File: src/hw/rtl/sps_pkg.sv
// package for the stepper phase sequencer: widths, request codes and phase tables
`default_nettype none

package sps_pkg;

    localparam int STEP_COUNT_BITS = 16;
    localparam int MOVE_BITS       = 16;
    localparam int MAG_BITS        = MOVE_BITS + 1;
    localparam int CMP_BITS        = (STEP_COUNT_BITS > MAG_BITS) ? STEP_COUNT_BITS : MAG_BITS;

    localparam int IN_TDATA_BITS   = 24;
    localparam int OUT_TDATA_BITS  = 8;

    typedef enum logic [1:0] {
        FUNC_TICK = 2'd0,
        FUNC_MOVE = 2'd1,
        FUNC_HOLD = 2'd2,
        FUNC_NONE = 2'd3
    } t_func;

    localparam logic [2:0] FULL_START = 3'd2;
    localparam logic [2:0] HALF_START = 3'd0;
    localparam logic [2:0] HALF_REHOLD = 3'd1;

    // line bits: [0] a, [1] b, [2] a_bar, [3] b_bar
    function automatic logic [3:0] full_lines(input logic [1:0] phase);
        logic [3:0] lines;
        unique case (phase)
            2'd0: lines = 4'b0011;
            2'd1: lines = 4'b0010;
            2'd2: lines = 4'b0000;
            2'd3: lines = 4'b0001;
            default: lines = 4'b0000;
        endcase
        return lines;
    endfunction

    function automatic logic [3:0] half_lines(input logic [2:0] phase);
        logic [3:0] lines;
        unique case (phase)
            3'd0: lines = 4'b0001;
            3'd1: lines = 4'b0011;
            3'd2: lines = 4'b0010;
            3'd3: lines = 4'b0110;
            3'd4: lines = 4'b0100;
            3'd5: lines = 4'b1100;
            3'd6: lines = 4'b1000;
            3'd7: lines = 4'b1001;
            default: lines = 4'b0000;
        endcase
        return lines;
    endfunction

endpackage

`default_nettype wire

File: src/hw/rtl/stepper_phase_sequencer_unit.sv
// stepper motor full/half step phase sequencer, top level
`default_nettype none

// channel   dir  handshake                  payload
// s_axis    in   s_axis_tvalid/tready       tdata: move_steps, hold_value; tuser: func
// m_axis    out  m_axis_tvalid/tready       tdata: a, b, a_bar, b_bar, moving, hold_error
// cfg       in   i_cfg_wr_en (no wait)      i_cfg_wr_data: half_step_mode
//
// one request per cycle, one result per request, result in the cycle after acceptance
// state updates on accept unless a mode write wins; the result goes to the output register
// a held result does not block intake while downstream takes it in the same cycle
// when the output register is full and m_axis_tready is low, s_axis_tready drops
// synchronous active-low reset: full-step mode, phase 2, no steps left, forward

module stepper_phase_sequencer_unit
    import sps_pkg::*;
(
    input  wire logic                      i_clk,
    input  wire logic                      i_rst_n,
    input  wire logic                      i_cfg_wr_en,
    input  wire logic                      i_cfg_wr_data,   // half_step_mode
    input  wire logic                      s_axis_tvalid,
    output logic                           s_axis_tready,
    input  wire logic [IN_TDATA_BITS-1:0]  s_axis_tdata,    // [15:0] move_steps, [16] hold_value
    input  wire logic [1:0]                s_axis_tuser,    // [1:0] func
    output logic                           m_axis_tvalid,
    input  wire logic                      m_axis_tready,
    output logic [OUT_TDATA_BITS-1:0]      m_axis_tdata     // [0] a [1] b [2] a_bar [3] b_bar
                                                            // [4] moving [5] hold_error
);

    // sequencer state
    logic                       r_half_mode;
    logic [2:0]                 r_phase;
    logic                       r_released;
    logic                       r_reverse;
    logic [STEP_COUNT_BITS-1:0] r_steps;

    logic                       n_phase_dummy_unused;
    logic [2:0]                 n_phase;
    logic                       n_released;
    logic                       n_reverse;
    logic [STEP_COUNT_BITS-1:0] n_steps;
    logic                       n_err;
    logic [3:0]                 n_lines;

    // output register
    logic                       r_out_valid;
    logic [5:0]                 r_out_data;

    logic                       s_accept;
    t_func                      in_func;
    logic [MOVE_BITS-1:0]       in_raw;
    logic                       in_hold;
    logic [MAG_BITS-1:0]        mag;
    logic [CMP_BITS-1:0]        mag_ext;
    logic [CMP_BITS-1:0]        max_ext;

    assign in_func  = t_func'(s_axis_tuser);
    assign in_raw   = s_axis_tdata[MOVE_BITS-1:0];
    assign in_hold  = s_axis_tdata[MOVE_BITS];

    // intake is open when the output slot is empty or being drained
    assign s_axis_tready = !r_out_valid || m_axis_tready;
    assign s_accept      = s_axis_tvalid && s_axis_tready;

    // move magnitude, saturated to the step counter width
    always_comb begin
        if (in_raw[MOVE_BITS-1]) begin
            mag = (MAG_BITS'(1) << MOVE_BITS) - MAG_BITS'(in_raw);
        end else begin
            mag = MAG_BITS'(in_raw);
        end
        mag_ext = CMP_BITS'(mag);
        max_ext = CMP_BITS'({STEP_COUNT_BITS{1'b1}});
    end

    // next state and result for the request at the input
    always_comb begin
        n_phase    = r_phase;
        n_released = r_released;
        n_reverse  = r_reverse;
        n_steps    = r_steps;
        n_err      = 1'b0;
        n_phase_dummy_unused = 1'b0;

        unique case (in_func)
            FUNC_TICK: begin
                if (r_steps != '0) begin
                    n_steps = r_steps - STEP_COUNT_BITS'(1);
                    if (r_half_mode) begin
                        // a tick from the free state re-engages at the half start position
                        if (r_released) begin
                            n_released = 1'b0;
                            n_phase    = HALF_START;
                        end else if (r_reverse) begin
                            n_phase = r_phase - 3'd1;
                        end else begin
                            n_phase = r_phase + 3'd1;
                        end
                    end else begin
                        if (r_reverse) begin
                            n_phase = {1'b0, r_phase[1:0] - 2'd1};
                        end else begin
                            n_phase = {1'b0, r_phase[1:0] + 2'd1};
                        end
                    end
                end
            end
            FUNC_MOVE: begin
                // new count replaces whatever was left
                n_reverse = in_raw[MOVE_BITS-1];
                n_steps   = (mag_ext > max_ext) ? STEP_COUNT_BITS'(max_ext)
                                                : STEP_COUNT_BITS'(mag_ext);
            end
            FUNC_HOLD: begin
                if (!r_half_mode) begin
                    n_err = 1'b1;
                end else if (!in_hold && !r_released) begin
                    n_released = 1'b1;
                end else if (in_hold && r_released) begin
                    n_released = 1'b0;
                    n_phase    = HALF_REHOLD;
                end
            end
            FUNC_NONE: begin
                n_phase_dummy_unused = 1'b1;
            end
            default: begin
                n_phase_dummy_unused = 1'b1;
            end
        endcase

        // line levels after the request; free state drives everything low
        if (r_half_mode) begin
            n_lines = n_released ? 4'b0000 : half_lines(n_phase);
        end else begin
            n_lines = full_lines(n_phase[1:0]);
        end
    end

    always_ff @(posedge i_clk) begin
        if (!i_rst_n) begin
            r_half_mode <= 1'b0;
            r_phase     <= FULL_START;
            r_released  <= 1'b0;
            r_reverse   <= 1'b0;
            r_steps     <= '0;
            r_out_valid <= 1'b0;
        end else begin
            if (i_cfg_wr_en) begin
                // mode write restarts the position, keeps steps and direction
                r_half_mode <= i_cfg_wr_data;
                r_phase     <= i_cfg_wr_data ? HALF_START : FULL_START;
                r_released  <= i_cfg_wr_data;
            end else if (s_accept) begin
                r_phase    <= n_phase;
                r_released <= n_released;
                r_reverse  <= n_reverse;
                r_steps    <= n_steps;
            end

            if (s_accept) begin
                r_out_valid <= 1'b1;
            end else if (m_axis_tready) begin
                r_out_valid <= 1'b0;
            end
        end
    end

    // result payload, no reset needed
    always_ff @(posedge i_clk) begin
        if (s_accept) begin
            r_out_data <= {n_err, (n_steps != '0) && !n_phase_dummy_unused
                                  || (n_phase_dummy_unused && (r_steps != '0)),
                           n_lines};
        end
    end

    assign m_axis_tvalid = r_out_valid;
    assign m_axis_tdata  = {2'b00, r_out_data};

endmodule

`default_nettype wire
File: config.mk
export PLATFORM = sky130hd
export DESIGN_NAME = stepper_phase_sequencer_unit
export DESIGN_NICKNAME = d
export VERILOG_FILES = /design/src/hw/rtl/sps_pkg.sv /design/src/hw/rtl/stepper_phase_sequencer_unit.sv
export SDC_FILE = /design/constraint.sdc
export NUM_CORES = 1
export LEC_CHECK = 0
export ABC_CLOCK_PERIOD_IN_PS = 2780
export BUFFER_PORTS_ARGS = -buffer_cell sky130_fd_sc_hd__buf_4
export CORE_MARGIN = 2
export CORE_UTILIZATION = 41
export DETAILED_ROUTE_END_ITERATION = 12
export PLACE_DENSITY = 0.61
export SYNTH_ARGS = -nofsm -noshare
export SYNTH_HDL_FRONTEND = slang
export SYNTH_SLANG_ARGS = --single-unit
File: constraint.sdc
create_clock -name i_clk -period 2.78 [get_ports i_clk]
set_clock_uncertainty 0.15 [all_clocks]
set_input_delay 0.278 -clock i_clk [delete_from_list [all_inputs] [get_ports i_clk]]
set_output_delay 0.278 -clock i_clk [all_outputs]
set_load 0.005 [all_outputs]
==> results.cfg <==
[power_and_ir_drop]
intPower_mw = 0.9790
power_density_mw_per_mm2 = 420.7
switching_power_mw = 0.5029
power_frac_comb_pct = 44.7
pwr-share-clk_pct = 23.1
p_seq_share_pct = 32.2
power_leakage_nw = 1.527
swShare_pct = 33.93
ir_drop_mv = 0.2322

[clock_network]
cts_tree = yes
path_clk_slew_ns = 0.07
cts-root-buf = clkbuf_8
worstSkewPairLatency_ns = 0.29
clkSinkCount = 29
h-tree-depth = 2
cts_max_path_buffers = 2
cts_buffers = 5

[sta]
tightest_slew_ns = 0.9844
fin_crit_sh_pct = 103.3
grt_setup_unrepaired = yes
fmax_ghz = 0.3481
finalSetupViolCount = 3
timing.hold.ws_ns = 0.1118
hold_viol = 0
min_period_ns = 2.873
setup_tns_ns = -0.1214
worst_slack_ns = -0.09262
slew_headroom_pct = 34.24
final-max-slew-violation-count = 0

[global_route]
first_global_vias = 2513
grt_overflow = 0
grtUsageTotal_pct = 23.76
antenna_found_initial = 0
grt_max_degree = 23
grt_pass1_wl_um = 12130

[yosys]
synthCells = 311
synth_xor_area_share_pct = 4.985
synth_ff_type = dfxtp_1
synth-edff-count = 6
yosysWarnings = 0
synth_adder_area_share_pct = 3.866
synth_mux_area_share_pct = 2.848
synth_compound_area_share_pct = 25.08
synthDistinctLibCells = 63
synthArstFlopShare_pct = 0
yosysSeqAreaShare_pct = 26.04
synth_seq_cells = 29
syn_avg_cell_area_sq_um = 7.910
synth-simple-area-share_pct = 31.13
synth_top_family_by_area = simple AND/OR/NAND/NOR gates
syn_area_sq_mm = 0.002460

[hold_path]
hold_path_class = input pin to register

[run]
maxCapViolations = 0

[place]
gp_congestion = 0.9058
port_buffers = 32
place_ws_ns = -0.1485
placed_area_sq_mm = 0.003219
hpwl_um = 5594
dp.cells = 463

[layout]
final-instance-count-excl-fill = 483
area_growth_pct = 43.18
nNetsFinal = 446
regArea_sq_um = 645.6
final_cell_area_sq_mm = 0.003522
layout_common_cells = 101 x buf_4, 30 x nand2_1, 20 x nor2_1, 19 x dfxtp_1, 13 x o21ai_0
fillers = 544
multiInputGateArea_sq_mm = 0.001809
drive_gt1_share_pct = 38.24
final_common_cell = buf_4
antenna_cells = 0

[drt]
finalWirelength_um = 7637
vias = 2732
dr.pass1.iters = 4
met1_length_um = 3339
dr_wl_met3_um = 459
wl_per_cell_um = 15.81
wl_met2_um = 3721
dr.first_iter.drc_count = 259
vias_per_cell = 5.656
final_antenna_net_count = 0
drc = 0
routed.top_layer = met4

[setup_path]
r2r_setup_slack_ns = -0.09
endpoint_kind = register
path_cells = or4_4, buf_6, o41ai_4, nor2_1, a211o_1, or3_4, nor4_2, a31oi_1
critPathLaunchType = register
path_class = register to register
cp_slowest_cell = or4_4
cp_max_fo = 8
critPathMaxStageDelay_ns = 0.53
worstPathRequired_ns = 2.65
worstPathArrival_ns = 2.74

[floorplanning]
initial_core_util_pct = 42.04
die_y_um = 81.46
die_area_sq_mm = 0.006635
die_w_um = 81.46
num_rows = 28
ios = 42
core-area_sq_mm = 0.005851

[outcome]
failed_checks = negative setup slack
status = complete, but fails checks
[state kept, by name, summed over array words and instances (netlist names)]
| signal | cells |
|---|---|
| r_reverse | 1 |
| r_phase | 3 |
| r_out_data | 6 |
| r_steps | 16 |
| m_axis_tvalid | 1 |
| r_half_mode | 1 |
| r_released | 1 |
[metrics by stage]
stage                     power, mW  utilization (%)
after detailed placement      1.067            55.03
after floorplan              0.7980                -
after global placement        1.065            55.03
final                         1.482            60.20
after CTS                     1.444            58.13
after global routing          1.574            60.20
[cell families after synthesis]
family / count (synthesis)
muxes: 7
buffers and inverters: 34
xor gates and xnor gates: 14
DFF: 29
adders and majority gates: 7
other: 1
AOI/OAI and AO/OA: 83
and+or+nand+nor: 136
[worst max-delay path, delay by kind of cell, from the launching register on]
family                 cells  cell delay [ns]
flip-flops                 1             0.32
buffers and inverters      1             0.16
AND/OR/NAND/NOR            4             1.26
AO/OA/AOI/OAI              3             0.74
[power by group through the flow]
stage               logic, mW  registers, mW  clock network [mW]
floorplan               0.310          0.488                   0
detailed placement      0.581          0.485                   0
finish                  0.662          0.478               0.342
global route            0.722          0.482               0.371
global placement        0.579          0.485                   0
CTS                     0.611          0.476               0.357
[Yosys cell counts, types with 6 or more instances]
library cell / instances / share of area [%]
nor2_1: 21 / 3.2
nand4_1: 7 / 1.8
nand3_1: 6 / 1.2
xor2_1: 7 / 2.5
xnor2_1: 7 / 2.5
a21oi_1: 12 / 2.4
or4_1: 10 / 3.1
o21ai_0: 15 / 3.1
clkbuf_1: 14 / 2.1
nor3_1: 13 / 2.6
o211a_1: 8 / 3.3
dfxtp_1: 23 / 19
nor2b_1: 6 / 1.5
nand2_1: 30 / 4.6
nor3b_1: 6 / 1.8
edfxtp_1: 6 / 7.3
or3_1: 8 / 2.0
inv_1: 13 / 2.0
ha_1: 6 / 3.1
mux2i_1: 7 / 2.8
[worst paths after layout]
kind                                     from       endpoint  cells after the start
worst max register to register     r_steps[8]  r_out_data[4]                      8
worst min register to register  m_axis_tvalid  m_axis_tvalid                      2
worst min-delay path            s_axis_tvalid  m_axis_tvalid                      3
worst max-delay path               r_steps[8]  r_out_data[4]                      8
[layer usage]
metal	GRT usage [%]	vias to the layer above
met5	0	-
met4	7.797	0
met3	4.286	9
met2	39.75	87
met1	30.82	1276
li1	-	1360
[cell type report]
class,count,share of cell area [%]
multi-input cells,249,51.37
repair buffers,107,23.69
flip-flops and latches,29,18.33
well taps,75,2.664
clock buffers,6,2.060
inverters,15,1.599
clock inverters,2,0.2842
[repair_timing]
| item | 4_1_cts | 5_1_grt |
|---|---|---|
| gates resized for setup | 9 | 24 |
| setup endpoints to repair | 4 | 10 |
| cloned | 0 | 0 |
| hold buffers | 0 | 0 |
| pin swaps | 13 | 20 |
| buffers inserted | 9 | 5 |
Note: power is estimated with default switching activity, not from simulation.
